## src/rtl/swm_pkg.sv

```systemverilog
// ============================================================================
// swm_pkg
// Shared constants, types and cell link structures for the running median
// filter.
// ============================================================================
package swm_pkg;

    localparam int WINDOW_MAX  = 64;
    localparam int SAMPLE_BITS = 32;
    localparam int IDX_BITS    = $clog2(WINDOW_MAX);
    localparam int CNT_BITS    = $clog2(WINDOW_MAX + 1);
    localparam int HALF_MAX    = WINDOW_MAX / 2;
    localparam int MID_BITS    = (HALF_MAX > 1) ? $clog2(HALF_MAX) : 1;

    typedef logic signed [SAMPLE_BITS-1:0] sample_t;
    typedef logic [IDX_BITS-1:0]           age_t;
    typedef logic [CNT_BITS-1:0]           cnt_t;

    // what a cell shows its neighbors
    typedef struct packed {
        sample_t value;
        age_t    age;
        logic    le_key;
    } swm_link_t;

    // broadcast to every cell
    typedef struct packed {
        logic    en;
        logic    full;
        sample_t key;
        age_t    oldest_age;
    } swm_bcast_t;

endpackage

```

## src/rtl/swm_out_stage.sv

```systemverilog
// ============================================================================
// swm_out_stage
// Picks the lower median out of the sorted window and holds it in the
// output register until the sink takes it.
// ============================================================================
module swm_out_stage
    import swm_pkg::*;
(
    input  logic                clk,
    input  logic                rst_n,
    input  sample_t             vals [HALF_MAX],
    input  logic [MID_BITS-1:0] mid,
    input  logic                pend,
    input  logic                out_ready,
    output logic                out_valid,
    output sample_t             median,
    output logic                take
);

    logic    out_valid_reg;
    logic    out_valid_next;
    sample_t median_reg;

    assign take      = pend && (!out_valid_reg || out_ready);
    assign out_valid = out_valid_reg;
    assign median    = median_reg;

    always_comb
    begin
        if (take)
            out_valid_next = 1'b1;
        else if (out_ready)
            out_valid_next = 1'b0;
        else
            out_valid_next = out_valid_reg;
    end

    always_ff @(posedge clk or negedge rst_n)
    begin
        if (!rst_n)
            out_valid_reg <= 1'b0;
        else
            out_valid_reg <= out_valid_next;
    end

    always_ff @(posedge clk)
    begin
        if (take)
            median_reg <= vals[mid];
    end

endmodule
```

## config.mk

```make
export PLATFORM = sky130hd
export DESIGN_NAME = swm_out_stage
export DESIGN_NICKNAME = d
export VERILOG_FILES = /design/src/rtl/swm_pkg.sv /design/src/rtl/swm_out_stage.sv
export SDC_FILE = /design/constraint.sdc
export NUM_CORES = 1
export LEC_CHECK = 0
export BUFFER_PORTS_ARGS = -buffer_cell sky130_fd_sc_hd__buf_4
export CAP_MARGIN = 5
export CORE_AREA = 2 2 412 414
export CTS_CLUSTER_DIAMETER = 40
export DETAILED_ROUTE_END_ITERATION = 6
export DIE_AREA = 0 0 414 416
export PLACE_DENSITY = 0.3
export SKIP_LAST_GASP = 1
export SLEW_MARGIN = 40
export SYNTH_ARGS = -nofsm -noshare
export SYNTH_HDL_FRONTEND = slang
export SYNTH_SLANG_ARGS = --single-unit
```

## constraint.sdc

```tcl
create_clock -name clk -period 2.1 [get_ports clk]
set_input_delay 0.63 -clock clk [delete_from_list [all_inputs] [get_ports clk]]
set_output_delay 0.63 -clock clk [all_outputs]
set_load 0.1 [all_outputs]
```

Word level (Yosys, flattened, before mapping)
Index checks and enable logic that the tools add are counted.

word-level totals
  RAM bits = 0
  memories kept = 0
  bits of input ports = 1033
  register bits after elaboration = 33
  bits in read-only memories = 0
  bits in latches = 0

operators by class
  bitwise logic cells = 1
  divide/modulo/power cells = 0
  add/sub/neg operators = 0
  eq/ne operators = 0
  reductions and logical operators = 4
  order comparisons = 1
  $mul = 0
  shift-type cells = 0
  multiplexer cells = 5

operator list
  kind                  number
  $bmux W32 S5          1
  $mux W32              2
  $ge A6 B6 Y1 const B  1
  $not A5 Y6            1
  $mux W1               2
  $reduce_bool A2 Y1    1
  $logic_and A1 B1 Y1   1
  $logic_not A1 Y1      1
  $logic_or A1 B1 Y1    1

Logic depth before layout (Yosys ltp)
Gate-level depths: netlist (run 1).

  word-level depth = 4
  gate-level depth with buffers = 8
  gate-level depth less buffers = 5

Worst setup path before layout (run 1)
No wires, ideal clock.

  kind = reg2out
  from = register out_valid_reg, in the netlist out_valid
  to = output port take
  data required time = 1470 ps
  setup slack = -958 ps
  cell stages (with the launch flop) = 3
  buffers on the path = 0
  arrival = 2428 ps
  cell sequence = dfrtp_1 -> nand2b_1 -> and2_1

on the way
  longest elaborated chain between the ends = 3

ends and longest elaborated chain
  item                      line                 RTL
  start: declaration        swm_out_stage.sv:20  logic out_valid_reg;
  start signal: assignment  swm_out_stage.sv:43  out_valid_reg <= out_valid_next;
  $logic_not A1 Y1          swm_out_stage.sv:24  assign take = pend && (!out_valid_reg || out_ready);
  $logic_or A1 B1 Y1        swm_out_stage.sv:24
  $logic_and A1 B1 Y1       swm_out_stage.sv:24
  end: declaration          swm_out_stage.sv:17  output logic take

No other way between the ends.

Worst setup path in the final report (run 1)
  from = input port mid[0]
  to = register median_reg[28], in the netlist median[28], data pin

on the way
  longest elaborated chain between the ends = 4

ends and longest elaborated chain
  item                                          line                 RTL
  start: declaration                            swm_out_stage.sv:12  input logic [MID_BITS-1:0] mid,
  $not A5 Y6 (implied by the code)              swm_out_stage.sv:49  median_reg <= vals[mid];
  $bmux W32 S5                                  swm_out_stage.sv:49
  $mux W32 (implied by the code) (2 in series)  swm_out_stage.sv:49
  end signal: assignment                        swm_out_stage.sv:49
  end: declaration                              swm_out_stage.sv:22  sample_t median_reg;

No other way between the ends. The select of a mux whose other input is x is not followed.
A chain may end at the register's enable or synchronous reset.

==> flow_summary.toml, run 1 <==
[outcome]
status = "finished with violations"
violations = "negative setup slack"

[sta]
setup_slack_ps = -70.7
skew_ps = 11.2
holdWs_ps = 483
setup_viol = 15
tns_ps = -473
period_share = 1.03
hold_viol = 0
relSlewSlack = 0.678
worstMarginPinSlew_ps = 481
finalCriticalPeriod_ps = 2170
drv_slew = 0
fmax_mhz = 461
grt_setup_unrepaired = "yes"

[routing]
drt-pass1-iter-count = 5
wl_per_cell_um = 27.5
drtAntennaViolNets = 0
drcViolationCount = 0
totalWireLength_um = 129000
vias_per_cell = 3.30
vias = 15500
drt-initial-drc-count = 777

[clocking]
cts.sinks = 33
cts_tree = "yes"
cts_made_buffers = 5
worstSkewPairLatency_ps = 340
cts.clk_slew.worst_paths_ps = 90
cts_root_buf = "clkbuf_16"
clockBufferDepth = 2
cts.htree.levels = 2

[place]
placed_area_sq_um = 22600
dp_hpwl_um = 114000
placedCellCount = 4619
dp_slack_ps = -1080
portBuffers = 1066
gp_congestion = 0.897

[logic_synthesis]
synth_nets = 2227
yosysMostFrequentCell = "mux2i_1"
netlist_top_cells_area = "mux2i_1, edfxtp_1, a22oi_1, a22o_1, a21oi_1"
synth_top_area_share = 0.518
ys.flop_type = "edfxtp_1"
synthTopCellsByCount = "mux2i_1, nand2_1, a21oi_1, a22oi_1, nand3_1"
synth_cells = 1194
synthArstFlopShare = 0.0303
synth_edf_count = 32
synth_cell_types = 22
ys_warn_count = 0
synth.avg_cell_area_sq_um = 8.29
syn_area_sq_um = 9890
synth-seq-area-share = 0.0997
yosysTopAreaCell = "mux2i_1"
ys_ff_latch = 33

[floorplan]
dieHeight_um = 416
die_w_um = 414
ioPinCount = 1067
die_area_sq_um = 172000
start_util = 0.0588
core_sq_um = 168000
row_count = 151

[critical_path]
startpoint_type = "input pin"
crit_type = "input pin to register"
worst_ep_required_time_ps = 2210
reg2reg_to = "median[9]$_DFFE_PP_"
worst_setup_path_end_kind = "register"
cp_max_fo = 8
crit_arrival_ps = 2280
rr_worst_depth = 3
r2r_slack_ps = 710
timing.rr.start = "out_valid$_DFFE_PN0P_"
startpoint = "mid[0]"

[global_route]
track_usage = 0.141
grt_pass1_vias = 16400
grt_overflow_total = 0
antenna_found_initial = 62
grt_start_max_net_pins = 33
grt_pass1_wl_um = 161000

[pwr]
p_comb_frac = 0.741
power.internal_mw = 4.18
powerDensity_nw_per_um2 = 302
cellLeakagePower_nw = 11.5
p_sw_frac = 0.433
p_seq_frac = 0.114
p_switching_mw = 3.19
power.total_mw = 7.37
ir_drop_v = 0.000276
power.share.clock = 0.145

[finish]
final_nets = 3491
drive_above_1_share = 0.609
final_area_sq_um = 24400
finalNonFillerCells = 4682
final_core_util = 0.145
largest_reg_flops = 32
syn2layout_area_growth_pct = 146

[hold_path]
min_to = "out_valid$_DFFE_PN0P_"
hp-class = "input pin to register"
min_delay_path_depth = 2
min_from = "pend"

[run]
cap_violations = 0
==> cell usage in the layout, fill, tap and decap left out, drive strengths merged <==
cell type / count
nor2b: 1
mux2i: 512
or2: 1
bufinv: 1
nor3: 32
a22oi: 96
bufbuf: 1
nand3: 96
diode: 5
dlygate4sd3: 1
a22o: 64
edfxtp: 32
nand2b: 4
nand2: 97
clkbuf: 12
clkinv: 1
a31oi: 32
and2b: 1
buf: 1375
and2: 2
nor2: 1
a21oi: 96
dfrtp: 1
==> worst max-delay path, stage by stage <==
cell     delay [ps]
buf_16          150
buf_16          170
buf_8           150
buf_12          160
buf_4           150
buf_12          140
buf_12          130
buf_4           110
mux2i_1         170
a22oi_1          80
nand3_1          90
nand3_1          80
==> cells by family (layout without fill, tap and decap cells) <==
family	Yosys count	in the layout	synth area share
other	0	5	0
AND/OR/NAND/NOR	235	235	0.108
flip-flops	33	33	0.0997
buffers and inverters	126	1391	0.0763
AO/OA/AOI/OAI	288	288	0.198
multiplexers	512	512	0.518
==> area by class of cell <==
type | count | area, sq um
diodes | 5 | 12.5
clock buffers | 6 | 129
clock inverters | 2 | 33.8
fillers | 19400 | 144000
multi-input cells | 1035 | 8850
flip-flops and latches | 33 | 987
well taps | 2218 | 2780
repair buffers | 1383 | 11600
==> per-layer routing <==
layer	global-route usage	vias to the layer above	share of wire
met5	0	-	0.0018
met2	0.248	611	0.50
met4	0.0191	36	0.013
met1	0.180	7522	0.44
met3	0.0299	113	0.054
li1	-	7191	-
==> worst max-delay path by stage <==
stage / endpoint / slack (ps) / depth (start not counted)
floorplan: median[20]$_DFFE_PP_ / 130 / 8
global placement: median[24]$_DFFE_PP_ / -1070 / 10
detailed placement: median[24]$_DFFE_PP_ / -1080 / 10
CTS: median[24]$_DFFE_PP_ / -80 / 10
global route: median[3]$_DFFE_PP_ / -80 / 11
finish: median[28]$_DFFE_PP_ / -70 / 12
==> power by group through the flow <==
stage / sequential, mW / clock [mW] / combinational [mW]
finish: 0.840 / 1.07 / 5.46
floorplan: 1.25 / 0 / 1.48
CTS: 0.841 / 1.21 / 5.37
detailed placement: 0.855 / 0 / 5.14
global placement: 0.857 / 0 / 5.14
global route: 0.845 / 1.19 / 5.80
==> repair_timing <==
action,CTS,global route
gates cloned,5,6
endpoints found under the hold margin,1,0
setup endpoints to repair,30,31
gates resized for setup,105,87
setup buffers,9,31
pin swaps,3,6
hold buffers,1,0
(Power assumes the default switching activity.)
==> run 2, diff against run 1 <==
- PLACE_DENSITY: 0.3 -> unset
==> run 2 against run 1 <==
Net effect: the flow still finishes with violations (negative setup slack); cell area fell by 0.52%; first-iteration DRC count rose by 32%; via count rose by 2.7%; core utilization fell by 0.076 points; cell count fell by 0.43%; die area did not move; sequential share of layout area barely moved; clock-buffer cell count did not move; global-route usage fell by 0.13 points; total power rose by 1.6%; critical path type unchanged; highest routed layer unchanged.
==> flow_summary.toml, run 2 (same netlist as run 1, synthesis figures left out) <==
[floorplan]
die_w_um = 414
dieHeight_um = 416
die_area_sq_um = 172000
ioPinCount = 1067
start_util = 0.0588
row_count = 151
core_sq_um = 168000

[sta]
setup_slack_ps = -66.2
fmax_mhz = 462
hold_viol = 0
finalCriticalPeriod_ps = 2170
relSlewSlack = 0.580
grt_setup_unrepaired = "yes"
skew_ps = 21.9
worstMarginPinSlew_ps = 629
drv_slew = 0
period_share = 1.03
setup_viol = 10

[critical_path]
crit_arrival_ps = 2300
worst_ep_required_time_ps = 2230
cp_max_fo = 7
r2r_slack_ps = 670
rr_worst_depth = 3
reg2reg_to = "median[13]$_DFFE_PP_"
worst_setup_path_end_kind = "register"
crit_type = "input pin to register"
timing.rr.start = "out_valid$_DFFE_PN0P_"
startpoint_type = "input pin"

[global_route]
grt_start_max_net_pins = 44
met2_usage = 0.243
track_usage = 0.140
antenna_found_initial = 74
grt_util_met1 = 0.171
grt_pass1_wl_um = 159000
grt-busiest-layer = "met2"
grt_overflow_total = 0
grt_use_met3 = 0.0333
grt_pass1_vias = 16500

[outcome]
status = "finished with violations"
violations = "negative setup slack"

[place]
portBuffers = 1066
dp_hpwl_um = 112000
gp_congestion = 0.947
placedCellCount = 4601
placed_area_sq_um = 22500

[clocking]
worstSkewPairLatency_ps = 380
cts.sinks = 33
cts.htree.levels = 2
cts.clk_slew.worst_paths_ps = 110
cts_made_buffers = 5
cts_root_buf = "clkbuf_16"
clockBufferDepth = 2
cts_tree = "yes"

[pwr]
ir_drop_v = 0.000339
powerDensity_nw_per_um2 = 309
cellLeakagePower_nw = 11.4

[routing]
drtAntennaViolNets = 0
drt-pass1-iter-count = 5
drt-initial-drc-count = 1023
drcViolationCount = 0
vias = 15900
vias_per_cell = 3.41
totalWireLength_um = 127000
wl_per_cell_um = 27.3

[finish]
finalNonFillerCells = 4662
final_area_sq_um = 24300
layout_commonest_cell = "buf_4"
fill_cells = 19200
register_area_sq_um = 987
syn2layout_area_growth_pct = 145
final_cell_mix = "buf_4, mux2i_1, nand2_1"
multi_input_area_sq_um = 8930
final_nets = 3459
largest_reg_flops = 32
drive_above_1_share = 0.608

[hold_path]
min_to = "out_valid$_DFFE_PN0P_"
min_delay_path_depth = 2
hp-class = "input pin to register"
min_from = "pend"

[run]
cap_violations = 0
-- run 2: cell count changes in the layout (fill, tap and decap cells not counted), sizes merged --
cell	previous run	this run
bufbuf	1	5
buf	1375	1339
diode	5	17
-- run 2: power breakdown --
group | switching (mW) | internal [mW]
clock | 0.605 | 0.569
combinational | 2.70 | 2.78
sequential | 0.0338 | 0.808
-- run 2: timing repair --
item | CTS | global route
gates resized for setup | 88 | 107
hold buffers | 1 | 0
setup buffers | 16 | 11
hold endpoints to repair | 1 | 0
endpoints found under the setup margin | 29 | 28
pin swaps | 8 | 32
gates cloned | 6 | 6
-- run 2: metrics by stage --
stage          setup TNS [ps]  utilization  total power, mW  setup slack, ps  hold slack, ps
6_report                 -271        0.144             7.49            -66.2             446
3_3_place_gp           -20000        0.134             5.98            -1080             406
5_1_grt                  -398        0.144             7.90            -48.2             418
4_1_cts                 -10.5        0.140             7.51            -7.59             395
2_1_floorplan               0            -             2.72              135             334
3_5_place_dp           -19750        0.134             5.98            -1060             411
-- run 2: routing by layer --
metal  wire (um)  up-vias
met5         207        -
met4        3390       34
met3        8320      180
met2       62600      836
met1       52900     7693
li1            -     7144
-- run 2: final cells by class --
type                            instances  area share
Timing Repair Buffer                 1351       0.468
Multi-Input combinational cell       1035       0.368
Tap cell                             2218       0.114
Sequential cell                        33      0.0407
Clock buffer                            6     0.00531
Antenna cell                           17     0.00175
Clock inverter                          2     0.00144
-- run 2: worst max path at each step --
stage | from | to | cells past startpoint
after floorplan | mid[0] | median[20]$_DFFE_PP_ | 8
after global placement | mid[0] | median[9]$_DFFE_PP_ | 8
after detailed placement | mid[0] | median[9]$_DFFE_PP_ | 8
after CTS | mid[2] | median[27]$_DFFE_PP_ | 9
after global routing | mid[0] | median[26]$_DFFE_PP_ | 11
final | mid[0] | median[29]$_DFFE_PP_ | 9
-- run 2: worst max-delay path: stages --
cell       delay, ps
buf_16           130
buf_12           150
buf_16           130
buf_16           170
clkbuf_16        190
mux2i_4          340
a22oi_2          150
a31oi_4          240
nand3_1          110
==> run 3, diff against run 2 <==
- CTS_BUF_LIST: unset -> sky130_fd_sc_hd__clkbuf_8
==> run 3 against run 2 <==
Net effect: the flow still finishes with violations (negative setup slack); cell count is 0.60% lower; critical path depth decreased by 1; core utilization down 0.66 points; combinational power down 5.1%; die area did not move; global-route usage down 0.28 points; non-clock buffer count shrank 26; register-to-register slack got worse by 30 ps; wire length decreased by 2.1%.
==> flow_summary.toml, run 3 (same netlist as run 1, synthesis figures left out) <==
[outcome]
violations = "negative setup slack"
status = "finished with violations"

[floorplan]
row_count = 151
start_util = 0.0588
die_w_um = 414
ioPinCount = 1067
dieHeight_um = 416
die_area_sq_um = 172000
core_sq_um = 168000

[sta]
drv_slew = 0
skew_ps = 41.5
grt_setup_unrepaired = "yes"
setup_slack_ps = -36.9
relSlewSlack = 0.548
finalCriticalPeriod_ps = 2140
fmax_mhz = 468
period_share = 1.02
tns_ps = -118
hold_viol = 0
setup_viol = 6
worstMarginPinSlew_ps = 679

[critical_path]
cp_max_fo = 15
rr_worst_depth = 3
startpoint = "mid[0]"
startpoint_type = "input pin"
crit_arrival_ps = 2350
r2r_slack_ps = 640
crit_type = "input pin to register"
worst_ep_required_time_ps = 2310
worst_setup_path_end_kind = "register"
crit_end = "median[29]$_DFFE_PP_"
reg2reg_to = "median[13]$_DFFE_PP_"
timing.rr.start = "out_valid$_DFFE_PN0P_"

[place]
portBuffers = 1066
dp_hpwl_um = 112000
gp_congestion = 0.947
dp_slack_ps = -1060

[finish]
layout_commonest_cell = "buf_4"
largest_reg_flops = 32
drive_above_1_share = 0.578
final_nets = 3433
final_cell_mix = "buf_4, mux2i_1, nand2_1, a22oi_1, a21oi_1"
syn2layout_area_growth_pct = 134

[routing]
drt-pass1-iter-count = 5
vias_per_cell = 3.39
totalWireLength_um = 125000
drtAntennaViolNets = 0
wl_met3_um = 7770
wl_per_cell_um = 26.9
drcViolationCount = 0
wl_met1_um = 52100
topRoutingLayerUsed = "met5"
route.met2.wl_um = 61400
drt-initial-drc-count = 1105
vias = 15700

[pwr]
cellLeakagePower_nw = 11.1
powerDensity_nw_per_um2 = 301
power.total_mw = 6.98
ir_drop_v = 0.000269

[run]
cap_violations = 0

[clocking]
cts.htree.levels = 2
clockBufferDepth = 2
cts.clk_slew.worst_paths_ps = 170
cts.sinks = 33
cts_root_buf = "clkbuf_8"
cts_tree = "yes"
worstSkewPairLatency_ps = 450
cts_made_buffers = 5

[hold_path]
hp-class = "input pin to register"
min_delay_path_depth = 2

[global_route]
track_usage = 0.137
grt_pass1_vias = 16200
grt_pass1_wl_um = 156000
grt_overflow_total = 0
grt_start_max_net_pins = 44
antenna_found_initial = 76
run 3: worst max-delay path: stages:
cell	delay, ps
buf_12	160
buf_12	170
buf_16	180
buf_16	180
mux2i_4	330
a22oi_1	150
a31oi_2	380
nand3_1	120
run 3: what timing repair did:
| action | 4_1_cts | 5_1_grt |
|---|---|---|
| setup endpoints to repair | 21 | 23 |
| hold endpoints to repair | 1 | 0 |
| pin swaps | 3 | 3 |
| setup buffers | 0 | 7 |
| hold buffers | 1 | 0 |
| cloned | 0 | 2 |
| resized for setup | 43 | 29 |
run 3: layout make-up:
cell class | count | area (sq um)
Fill cell | 19300 | 145000
Antenna cell | 15 | 37.5
Multi-Input combinational cell | 1035 | 8480
Sequential cell | 33 | 987
Timing Repair Buffer | 1325 | 10800
Clock buffer | 5 | 68.8
Tap cell | 2218 | 2780
Clock inverter | 3 | 38.8
run 3: report_power, final:
part | switching [mW] | leakage (nW) | internal (mW)
clock | 0.589 | 0.0594 | 0.353
combinational | 2.59 | 10.7 | 2.60
sequential | 0.0343 | 0.316 | 0.808
total | 3.21 | 11.1 | 3.76
run 3: how the worst min path moves through the flow:
stage                     startpoint                    end  slack [ps]
after global placement         rst_n  out_valid$_DFFE_PN0P_         410
after CTS                       pend  out_valid$_DFFE_PN0P_         290
final                           pend  out_valid$_DFFE_PN0P_         360
after global routing            pend  out_valid$_DFFE_PN0P_         320
after floorplan                rst_n  out_valid$_DFFE_PN0P_         330
after detailed placement       rst_n  out_valid$_DFFE_PN0P_         410
run 3: metrics by stage:
step	hold WS, ps	cell area (sq um)	cells	util
global placement	406	22500	4600	0.134
finish	360	23200	4634	0.138
detailed placement	411	22500	4601	0.134
floorplan	334	9900	1194	-
CTS	287	22900	4610	0.136
global route	320	23100	4630	0.138
run 3: routing by layer:
metal / track usage / vias to the layer above
met5: 0 / -
met3: 0.0309 / 168
li1: - / 7072
met2: 0.240 / 817
met4: 0.0351 / 34
met1: 0.168 / 7617
