**config.mk**
```make
export PLATFORM = sky130hd
export DESIGN_NAME = swm_cell
export DESIGN_NICKNAME = d
export VERILOG_FILES = /design/src/rtl/swm_pkg.sv /design/src/rtl/swm_cell.sv
export SDC_FILE = /design/constraint.sdc
export NUM_CORES = 1
export LEC_CHECK = 0
export BUFFER_PORTS_ARGS = -buffer_cell sky130_fd_sc_hd__buf_2
export CORE_MARGIN = 3
export CORE_UTILIZATION = 51
export CTS_CLUSTER_DIAMETER = 40
export DETAILED_ROUTE_END_ITERATION = 10
export MAX_ROUTING_LAYER = met4
export PLACE_DENSITY_LB_ADDON = 0.1
export SYNTH_ARGS = -nofsm -noshare
export SYNTH_HDL_FRONTEND = slang
export SYNTH_SLANG_ARGS = --single-unit
export TNS_END_PERCENT = 30
```
**constraint.sdc**
```tcl
create_clock -name clk -period 7.6 [get_ports clk]
set_clock_uncertainty 0.05 [all_clocks]
set_input_delay 1.52 -clock clk [delete_from_list [all_inputs] [get_ports clk]]
set_output_delay 1.52 -clock clk [all_outputs]
set_load 0.02 [all_outputs]
```
**src/rtl/swm_pkg.sv**
```systemverilog
// ============================================================================
// swm_pkg
// Shared constants, types and cell link structures for the running median
// filter.
// ============================================================================
package swm_pkg;

    localparam int WINDOW_MAX  = 64;
    localparam int SAMPLE_BITS = 32;
    localparam int IDX_BITS    = $clog2(WINDOW_MAX);
    localparam int CNT_BITS    = $clog2(WINDOW_MAX + 1);
    localparam int HALF_MAX    = WINDOW_MAX / 2;
    localparam int MID_BITS    = (HALF_MAX > 1) ? $clog2(HALF_MAX) : 1;

    typedef logic signed [SAMPLE_BITS-1:0] sample_t;
    typedef logic [IDX_BITS-1:0]           age_t;
    typedef logic [CNT_BITS-1:0]           cnt_t;

    // what a cell shows its neighbors
    typedef struct packed {
        sample_t value;
        age_t    age;
        logic    le_key;
    } swm_link_t;

    // broadcast to every cell
    typedef struct packed {
        logic    en;
        logic    full;
        sample_t key;
        age_t    oldest_age;
    } swm_bcast_t;

endpackage

```
**src/rtl/swm_cell.sv**
```systemverilog
// ============================================================================
// swm_cell
// One slot of the sorted window. Holds a value and its age, and on each
// request takes its new contents from itself, a neighbor or the new sample.
// ============================================================================
module swm_cell
    import swm_pkg::*;
(
    input  logic       clk,
    input  swm_bcast_t bc,
    input  logic       valid,
    input  logic       next_valid,
    input  swm_link_t  prev_link,
    input  swm_link_t  next_link,
    input  logic       rem_in,
    input  logic       le_in,
    output swm_link_t  link,
    output logic       rem_out,
    output logic       le_out,
    output logic       oldest
);

    sample_t value_reg;
    sample_t value_next;
    age_t    age_reg;
    age_t    age_next;

    logic    cvalid;
    logic    cur_cmp;
    sample_t cur_v;
    age_t    cur_a;
    sample_t prv_v;
    age_t    prv_a;

    assign link.value  = value_reg;
    assign link.age    = age_reg;
    assign link.le_key = (value_reg <= bc.key);

    assign oldest  = valid && bc.full && (age_reg == bc.oldest_age);
    assign rem_out = rem_in || oldest;

    // window after eviction, as seen at this slot and the one before
    assign cvalid  = bc.full ? next_valid : valid;
    assign cur_v   = rem_out ? next_link.value : value_reg;
    assign cur_a   = rem_out ? next_link.age : age_reg;
    assign cur_cmp = rem_out ? next_link.le_key : link.le_key;
    assign prv_v   = rem_in ? value_reg : prev_link.value;
    assign prv_a   = rem_in ? age_reg : prev_link.age;

    assign le_out  = cvalid && cur_cmp;

    always_comb
    begin
        if (le_out)
        begin
            value_next = cur_v;
            age_next   = cur_a + age_t'(1);
        end
        else if (le_in)
        begin
            value_next = bc.key;
            age_next   = '0;
        end
        else
        begin
            value_next = prv_v;
            age_next   = prv_a + age_t'(1);
        end
    end

    always_ff @(posedge clk)
    begin
        if (bc.en)
        begin
            value_reg <= value_next;
            age_reg   <= age_next;
        end
    end

endmodule

```
After elaboration in Yosys (flattened, before gate mapping)
Index checks and enable logic that the tools add are counted.
- input bits: 123
- logic and storage cells: 23
- register bits after elaboration: 38
- output and inout port bits: 42
- mux-type cells: 10
- add/subtract/negate cells: 2
- magnitude comparators: 1
- eq/ne operators: 3
- reduce and logical (&&, ||, !) cells: 5
- operators with widths (kind ; count):
    $mux W32 ; 4
    $le A32 B32 Y1 ; 1
    $mux W6 ; 4
    $add A6 B1 Y6 const B ; 2
    $eq A6 B6 Y1 ; 1
    $logic_and A1 B1 Y1 ; 3
    $ne A3 B1 Y1 const B ; 1
    $reduce_and A3 Y1 ; 1
    $mux W1 ; 2
    $ne A2 B2 Y1 const B ; 1
    $logic_or A1 B1 Y1 ; 1

Depth between registers and ports, before layout
Gate-level depths: netlist of run 1.
- word-level depth: 7
- gate-level depth with buffers: 11
- mapped depth without buffers: 9

Worst setup path before layout of run 1
No wires, ideal clock.
- path type: input to register
- start point: input port bc[20] (netlist bit)
- end point: register value_reg[0] (enable)
- buffers on the path: 0
- stages: 9
- setup slack: 2243 ps
- library setup time: 441 ps
- required time: 7109 ps
- data arrival time: 4866 ps
- cell sequence: inv_1 ha_1 a21oi_1 nand2_1 a221o_1 o31a_1 o21bai_1 nand3_1 a31oi_1
- RTL lines (what ; RTL line ; text):
    start, declared ; swm_cell.sv:10 ; input swm_bcast_t bc,
    end signal, assigned ; swm_cell.sv:75 ; value_reg <= value_next;
    end, declared ; swm_cell.sv:23 ; sample_t value_reg;

Worst setup path after layout of run 1
- start point: input port bc[37] (netlist bit)
- end point: output port le_out
- cells in the longest elaborated chain, start to end: 3
- ends and longest elaborated chain (what ; RTL line ; text):
    $le A32 B32 Y1 ; swm_cell.sv:37 ; assign link.le_key = (value_reg <= bc.key);
    $mux W1 ; swm_cell.sv:46 ; assign cur_cmp = rem_out ? next_link.le_key : link.le_key;
    $logic_and A1 B1 Y1 ; swm_cell.sv:50 ; assign le_out = cvalid && cur_cmp;
    end, declared ; swm_cell.sv:19 ; output logic le_out,
Every way passes these cells.

==> summary.txt, run 1 <==
Static leakage = 2.102 nW
Residual DRC = 0
Startpoint types = primary input
Share of layout cells above drive strength 1 = 0.5362
Peak VDD IR = 134.8 uV
Initial drt markers = 53
Worst hold path type = flop to flop
Final hold vios = 0
Syn_nets = 464
Distinct cells, synth = 42
Dpl ws = 2.119 ns
Initial Util = 0.5459
Setup TNS = 0 ns
Element type at the critical path end = output port
DP HPWL = 6630 microns
TritonCTS clock tree = done
Relative slew slack = 0.2454
Number of global-route vias before repair = 2985
Clk_lat worst skew = 0.29 ns
Max-cap viol count = 0
Die width = 87.24 microns
Worst-path clk slew = 0.07 ns
Largest net degree at the start of global routing = 40
Synth-to-layout area growth = 29.33%
Maximum clock frequency = 182.3 MHz
Crit path required time = 6.03 ns
Worst Path Arrival = 3.92 ns
Routability cong. = 0.7883
First-pass GRT wire length = 13060 microns
Diode count = 0
Dpl cell area = 4247 sq um
Post-Layout Inst Area = 4353 sq um
IO Count = 165
Floorplan core area = 6166 sq um
Drt pass-1 iters = 4
Grt total ovfl = 0
H-tree levels = 2
Total GRT Usage = 0.2230
Synth Warn # = 0
Multi-input logic area = 2057 sq um
Final ANT Viol Nets = 0
Port Buffers = 163
Register area = 1141 sq um
Slew @ Worst Pin = 1.132 ns
Vias per cell = 5.372
Routed WL = 8296 microns
Top cell type's share of synthesized area = 0.3390
Setup CP Type = primary input to output port
Mean Syn Cell Area = 10.96 sq um
Max reg flops = 32
Chip height = 87.24 microns
Synth area leader = edfxtp_1
Buffer count from post-CTS setup fixing = 0
Die ar. = 7610 sq um
Power per cell area = 164.7 nW/um^2
Seq/Total Area, Yosys = 0.3390
Min setup slack post-route = 2.114 ns
Status = finished, final reports clean
TritonCTS Buffers = 5
Mapped Cells = 307
Nets@finish = 626
PostCTS Resize Cnt = 0
Yosys reg bits = 38
WL/cell = 15.22 microns
Fillers = 490
CP max FO = 39
Clk buf depth = 2
Post-layout min period = 5.486 ns
Vias = 2928
Row cnt = 28
Initial antenna violation count = 0
Setup violations, final = 0
Unrepaired setup endpoints after global routing = false
Max-slew violations = 0
Root Driver = clkbuf_8
Ranking of synthesized cells by area = edfxtp_1, mux2_2, ha_1, inv_1, mux2_4
Total clock sinks = 38
Hold_buf cts = 0
Mapped Area = 3366 sq um
Fin crit share = 0.7218
worst max-delay path, cell delays in order:
cell	delay, ns
buf_2	0.09
inv_1	0.04
ha_1	0.37
nand4_1	0.15
nor2_1	0.08
a221oi_1	0.39
and3_1	0.26
o211ai_2	0.13
a21oi_4	0.12
buf_4	0.48
buf_2	0.27
layer usage:
| metal | wire (microns) | vias to the layer above | GRT usage |
|---|---|---|---|
| met1 | 3439 | 1358 | 0.2551 |
| met3 | 555 | 10 | 0.03500 |
| li1 | - | 1454 | - |
| met2 | 4188 | 106 | 0.4058 |
| met4 | 112 | 0 | 0.05579 |
| met5 | 0 | - | - |
where the power goes:
group	total, mW	leakage [nW]	switching [mW]	internal (mW)
clock	0.171	0.0524	0.0731	0.0983
combinational	0.265	1.68	0.138	0.127
sequential	0.281	0.367	0.0163	0.264
total	0.717	2.10	0.227	0.490
cell families (layout without fill, tap and decap cells):
family	count (synthesis)	in the layout	share of synthesized area
adder cells (fa/ha/maj)	34	34	0.1264
multiplexers	83	83	0.2836
AND/OR/NAND/NOR	60	60	0.09368
flip-flops	38	38	0.3390
XOR/XNOR	13	13	0.03383
buffers and inverters	43	206	0.05650
AO/OA/AOI/OAI	36	36	0.06692
cell type report:
type	count	share of cell area
Clock buffer	7	0.01753
Clock inverter	1	0.006899
Inverter	33	0.02846
Multi-Input combinational cell	226	0.4725
Sequential cell	38	0.2621
Tap cell	75	0.02156
Timing Repair Buffer	165	0.1909
per-stage QoR:
step	total power [mW]	hold slack (ns)	utilization	std cells
final	0.7169	0.8015	0.7060	545
after global routing	0.7605	0.8790	0.7060	545
after CTS	0.7234	0.8106	0.7060	545
after detailed placement	0.5516	0.8001	0.6887	537
after global placement	0.5431	0.7983	0.6887	537
after floorplan	0.4619	0.8868	-	307
final timing paths:
check	slack [ns]	to	depth (start not counted)	start
worst max-delay path	2.11	le_out	11	bc[37]
worst min-delay path	0.80	age_reg[0]	2	age_reg[0]
worst max register to register	4.26	value_reg[1]	8	value_reg[14]
worst min register to register	0.80	age_reg[0]	2	age_reg[0]
cell usage after synthesis, drive strengths merged:
master and n:
and3 4, xnor2 4, xor2 9, nand2 12, nand2b 2, o21ai 8, nor3 1, o21bai 1
buf 6, ha 34, a21o 1, a211oi 1, or3 1, inv 33, nor4 2, nand3b 2
edfxtp 38, and2 1, o21a 1, a21oi 17, a31oi 1, nand3 11, a221o 1, mux2 75
nor2b 3, a32oi 1, o211ai 2, mux2i 8, nand4 9, nor3b 1, clkbuf 4, a221oi 1
or2 1, nor2 10, o31a 1
cell usage in the layout (no fill, tap or decap), types with 9 or more instances in the layout:
cell / count
a21oi_1: 15
ha_1: 34
buf_2: 163
inv_1: 33
mux2_2: 67
edfxtp_1: 38
nand2_1: 12
nand3_1: 11
xor2_1: 9
nand4_1: 9
nor2_1: 10
Note: power is estimated with default switching activity, not from simulation.
==> run 2, diff against run 1 <==
--- a/config.mk
+++ b/config.mk
@@ -5,9 +5,10 @@
 export SDC_FILE = /design/constraint.sdc
 export NUM_CORES = 1
 export LEC_CHECK = 0
+export ABC_AREA = 1
 export BUFFER_PORTS_ARGS = -buffer_cell sky130_fd_sc_hd__buf_2
 export CORE_MARGIN = 3
-export CORE_UTILIZATION = 51
+export CORE_UTILIZATION = 43
 export CTS_CLUSTER_DIAMETER = 40
 export DETAILED_ROUTE_END_ITERATION = 10
 export MAX_ROUTING_LAYER = met4
==> constraint.sdc (replaced) <==
create_clock -name clk -period 4.8 [get_ports clk]
set_clock_uncertainty 0.05 [all_clocks]
set_input_delay 0.96 -clock clk [delete_from_list [all_inputs] [get_ports clk]]
set_output_delay 0.96 -clock clk [all_outputs]
set_load 0.02 [all_outputs]
==> summary.txt, run 2 <==
Max reg flops = 32
Share of layout cells above drive strength 1 = 0.2946
Cells after DPL = 756
Chip height = 96.84 microns
Floorplan core area = 7888 sq um
Worst-path clk slew = 0.07 ns
Crit-path most repeated cell = nand2_1
TritonCTS Buffers = 5
Sequential share of power = 0.401
Final ANT Viol Nets = 0
Nets@finish = 818
Sw frac = 0.3808
Worst Hold Launch = age_reg[5]
Largest net degree at the start of global routing = 67
TritonCTS clock tree = done
Root Driver = clkbuf_8
Most common cell after layout, fill and taps aside = nand2_1
Post-synth EDFFs = 38
H-tree levels = 2
Count leader, synth = nand2_1
Port Buffers = 163
Vias per cell = 4.914
WL/cell = 12.53 microns
Fin crit share = 0.7374
FF-to-FF setup slack = 1.86 ns
Number of global-route vias before repair = 3549
Row cnt = 32
Worst r2r src = age_reg[3]
IO Count = 165
Critical path's slowest cell = ha_1
Syn_nets = 665
Clk buf depth = 2
Mean Syn Cell Area = 6.985 sq um
Slew @ Worst Pin = 0.9346 ns
CP max FO = 3
Total clock sinks = 38
Ranking of synthesized cells by area = edfxtp_1, nand2_1, ha_1, nand3_1, inv_1
Max stage delay on crit path = 0.32 ns
Worst-path cell chain = buf_2 > inv_1 > ha_1 > a21oi_1 > o21ai_0 > nand2_1 > nand2_1 > a21oi_1 > nand2_1 > nand2_1 > nand4_2 > nand2_2 > inv_1 > buf_2
Routability cong. = 0.9149
R2r endpoint = value_reg[0]
Clk_lat worst skew = 0.29 ns
Clock power frac = 0.195
Max-slew violations = 0
Hold_buf cts = 0
Element type at the critical path end = output port
Startpoint types = primary input
Synth top cells by count = nand2_1, inv_1, nand3_1
Worst-case reg-to-reg path depth = 13
Setup CP Type = primary input to output port
Max-cap viol count = 0
Setup violations, final = 0
Worst hold path type = flop to flop
Synth area leader = edfxtp_1
Mapped Cells = 508
Fillers = 802
Peak VDD IR = 119.7 uV
Power per cell area = 248.0 nW/um^2
Buffer count from post-CTS setup fixing = 0
Initial Util = 0.4499
Hold Slack = 0.9120 ns
Most frequent cells in the layout = nand2_1, buf_2, inv_1
Worst Path Arrival = 2.53 ns
Routed WL = 9570 microns
Dpl ws = 1.226 ns
DP HPWL = 7478 microns
Cell-internal power = 0.6854 mW
Dpl cell area = 4383 sq um
Post-layout min period = 3.540 ns
Initial drt markers = 121
Initial antenna violation count = 0
Non-Filler Instances = 764
Ys async rst share = 0
Status = finished, final reports clean
Top cell type's share of synthesized area = 0.3216
Crit. Startpoint = bc[25]
Worst setup endpoint = le_out
Vias = 3754
Distinct cells, synth = 30
Die width = 96.84 microns
Grt total ovfl = 0
Die ar. = 9378 sq um
Diode count = 0
First-pass GRT wire length = 15890 microns
Maximum clock frequency = 282.5 MHz
Static leakage = 2.500 nW
Final hold vios = 0
Power share of the combinational group = 0.404
Residual DRC = 0
Synth-to-layout area growth = 25.81%
Psw = 0.4216 mW
PostCTS Resize Cnt = 0
Unrepaired setup endpoints after global routing = false
Yosys reg bits = 38
Min setup slack post-route = 1.260 ns
Primary FF master, synth = edfxtp_1
Post-Layout Inst Area = 4464 sq um
Mapped Area = 3548 sq um
Drt pass-1 iters = 4
Crit path required time = 3.79 ns
Relative slew slack = 0.3769
Setup TNS = 0 ns
Seq/Total Area, Yosys = 0.3216
Synth Warn # = 0
Total GRT Usage = 0.2061
[run 2: worst min path at each step]
stage,to,slack (ns),depth (start not counted)
floorplan,age_reg[3],0.93,6
global placement,age_reg[5],0.89,6
detailed placement,age_reg[3],0.90,6
CTS,value_reg[23],0.91,3
global route,value_reg[26],0.92,3
finish,age_reg[5],0.91,6
[run 2: per-stage QoR]
step / utilization / power, mW
after floorplan: - / 0.7570
after global placement: 0.5557 / 0.8914
after detailed placement: 0.5557 / 0.9012
after CTS: 0.5660 / 1.118
after global routing: 0.5660 / 1.192
final: 0.5660 / 1.107
[run 2: cell type report]
class                           instances  area (sq um)  share of cell area
Clock buffer                            6         72.57             0.01626
Clock inverter                          2         8.758            0.001962
Inverter                               66         247.7             0.05549
Multi-Input combinational cell        383          2021              0.4526
Sequential cell                        38          1141              0.2556
Tap cell                              102         127.6             0.02859
Timing Repair Buffer                  167         845.8              0.1895
[run 2: layer usage]
| layer | wire (microns) | part of all wire | track usage |
|---|---|---|---|
| met5 | 0 | 0 | - |
| met4 | 92 | 0.0096 | 0.04644 |
| met3 | 693 | 0.072 | 0.04254 |
| met2 | 4660 | 0.49 | 0.3493 |
| met1 | 4123 | 0.43 | 0.2534 |
[run 2: cells by family (layout without fill, tap and decap cells)]
family,after synthesis,after routing,share of synthesized area
XOR/XNOR,4,4,0.009875
adder cells (fa/ha/maj),34,34,0.1199
flip-flops,38,38,0.3216
buffers and inverters,87,241,0.1090
AND/OR/NAND/NOR,275,275,0.3353
AO/OA/AOI/OAI,69,69,0.1016
multiplexers,1,1,0.002821
[run 2: power groups by stage]
stage	combinational, mW	sequential [mW]	clock [mW]
final	0.447	0.444	0.216
after global routing	0.508	0.449	0.236
after CTS	0.452	0.444	0.222
after detailed placement	0.450	0.452	0
after global placement	0.441	0.450	0
after floorplan	0.261	0.496	0
[run 2: critical path: cells and delay by family]
family	cells	cell delay, ns
AO/OA/AOI/OAI	3	0.46
adder cells (fa/ha/maj)	1	0.32
buffers and inverters	4	0.32
AND/OR/NAND/NOR	6	0.48
==> run 3, diff against run 2 <==
--- a/config.mk
+++ b/config.mk
@@ -5,7 +5,7 @@
 export SDC_FILE = /design/constraint.sdc
 export NUM_CORES = 1
 export LEC_CHECK = 0
-export ABC_AREA = 1
+export ABC_AREA = 0
 export BUFFER_PORTS_ARGS = -buffer_cell sky130_fd_sc_hd__buf_2
 export CORE_MARGIN = 3
 export CORE_UTILIZATION = 43
==> constraint.sdc (replaced) <==
create_clock -name clk -period 3.1 [get_ports clk]
set_clock_uncertainty 0.05 [all_clocks]
set_input_delay 0.62 -clock clk [delete_from_list [all_inputs] [get_ports clk]]
set_output_delay 0.62 -clock clk [all_outputs]
set_load 0.02 [all_outputs]
==> summary.txt, run 3 (synthesis gave the netlist of run 1 again) <==
Status = finished, final reports clean
Die ar. = 8925 sq um
Clk buf depth = 2
Worst-path cell chain = buf_2 > inv_4 > ha_4 > a21oi_2 > o21ai_1 > a221o_1 > o31a_1 > buf_4 > a21oi_4 > buf_6
Setup TNS = 0 ns
Number of global-route vias before repair = 3087
DP HPWL = 7254 microns
Slew @ Worst Pin = 0.4412 ns
Die width = 94.47 microns
Nets@finish = 649
Final design utilization = 0.6560
Residual DRC = 0
Max-cap viol count = 0
Root Driver = clkbuf_8
Port Buffers = 163
Critical path's slowest cell = a221o_1
Initial Util = 0.4543
Vias per cell = 5.098
FF-to-FF setup slack = 0.16 ns
Floorplan core area = 7408 sq um
Sw frac = 0.3353
Dpl ws = -0.2132 ns
Non-Filler Instances = 592
Psw = 0.6040 mW
Hold Slack = 0.5763 ns
Max stage delay on crit path = 0.34 ns
Cell-internal power = 1.197 mW
Unrepaired setup endpoints after global routing = true
Cells after DPL = 577
Power per cell area = 370.7 nW/um^2
Worst hold path type = primary input to flop
Setup CP Type = primary input to output port
Most common cell after layout, fill and taps aside = buf_2
Vias = 3018
First-pass GRT wire length = 13810 microns
Post-Layout Inst Area = 4860 sq um
Max reg flops = 32
Clock power frac = 0.189
TritonCTS clock tree = done
Max-slew violations = 0
Grt total ovfl = 0
Row cnt = 31
WL/cell = 15.06 microns
Element type at the critical path end = output port
IO Count = 165
Final hold vios = 0
Drt pass-1 iters = 4
Setup violations, final = 0
Largest net degree at the start of global routing = 21
Crit path required time = 2.43 ns
Most frequent cells in the layout = buf_2, mux2_2, edfxtp_1
Synth-to-layout area growth = 44.39%
Worst-path clk slew = 0.08 ns
H-tree levels = 2
Initial antenna violation count = 0
Min setup slack post-route = 0.05208 ns
Routed WL = 8917 microns
Total clock sinks = 38
Chip height = 94.47 microns
Peak VDD IR = 206.7 uV
Sequential share of power = 0.387
Static leakage = 2.217 nW
Total GRT Usage = 0.1991
Startpoint types = primary input
Initial drt markers = 67
Post-layout min period = 3.048 ns
Power share of the combinational group = 0.424
Fin crit share = 0.9832
Dpl cell area = 4611 sq um
Diode count = 0
TritonCTS Buffers = 5
Worst Path Arrival = 2.38 ns
CP max FO = 3
Final ANT Viol Nets = 0
Maximum clock frequency = 328.1 MHz
Relative slew slack = 0.7059
Routability cong. = 0.7511
Power Total = 1.801 mW
Share of layout cells above drive strength 1 = 0.6389
Clk_lat worst skew = 0.29 ns
run 3: metal layers:
metal  track usage  wire (microns)  vias to the layer above
li1              -               -                     1502
met1        0.2367            3640                     1401
met2        0.3629            4651                      109
met3       0.02311             564                        6
met4       0.04087              59                        0
met5             -               0                        -
run 3: critical path, delay by kind of cell:
| kind | cells | cell delay, ns |
|---|---|---|
| compound gates | 5 | 1.07 |
| fa+ha+maj | 1 | 0.23 |
| buf+inv | 4 | 0.44 |
run 3: layout make-up:
| type | instances | area (sq um) |
|---|---|---|
| fill | 615 | 2549 |
| multi-input combinational | 226 | 2317 |
| sequential | 38 | 1141 |
| timing repair buffer | 188 | 1056 |
| inverter | 33 | 136.4 |
| tap | 99 | 123.9 |
| clock buffer | 5 | 68.82 |
| clock inverter | 3 | 16.27 |
run 3: power by group through the flow:
| stage | Combinational [mW] | Sequential (mW) | Clock (mW) |
|---|---|---|---|
| after detailed placement | 0.732 | 0.706 | 0 |
| final | 0.764 | 0.697 | 0.340 |
| after floorplan | 0.399 | 0.771 | 0 |
| after global placement | 0.712 | 0.704 | 0 |
| after CTS | 0.739 | 0.695 | 0.355 |
| after global routing | 0.840 | 0.704 | 0.365 |
run 3: what timing repair did:
| item | CTS | global route |
|---|---|---|
| setup endpoints to repair | 2 | 22 |
| hold buffers | 0 | 0 |
| buffers inserted | 1 | 6 |
| gates resized for setup | 2 | 17 |
| endpoints found under the hold margin | 0 | 0 |
| pin swaps | 1 | 16 |
run 3: worst paths after layout:
| check | start | end | depth (start not counted) |
|---|---|---|---|
| setup reg to reg | value_reg[5] | value_reg[11] | 10 |
| hold / removal | next_link[17] | value_reg[10] | 2 |
| setup / recovery | bc[11] | le_out | 10 |
| hold reg to reg | age_reg[0] | age_reg[0] | 2 |
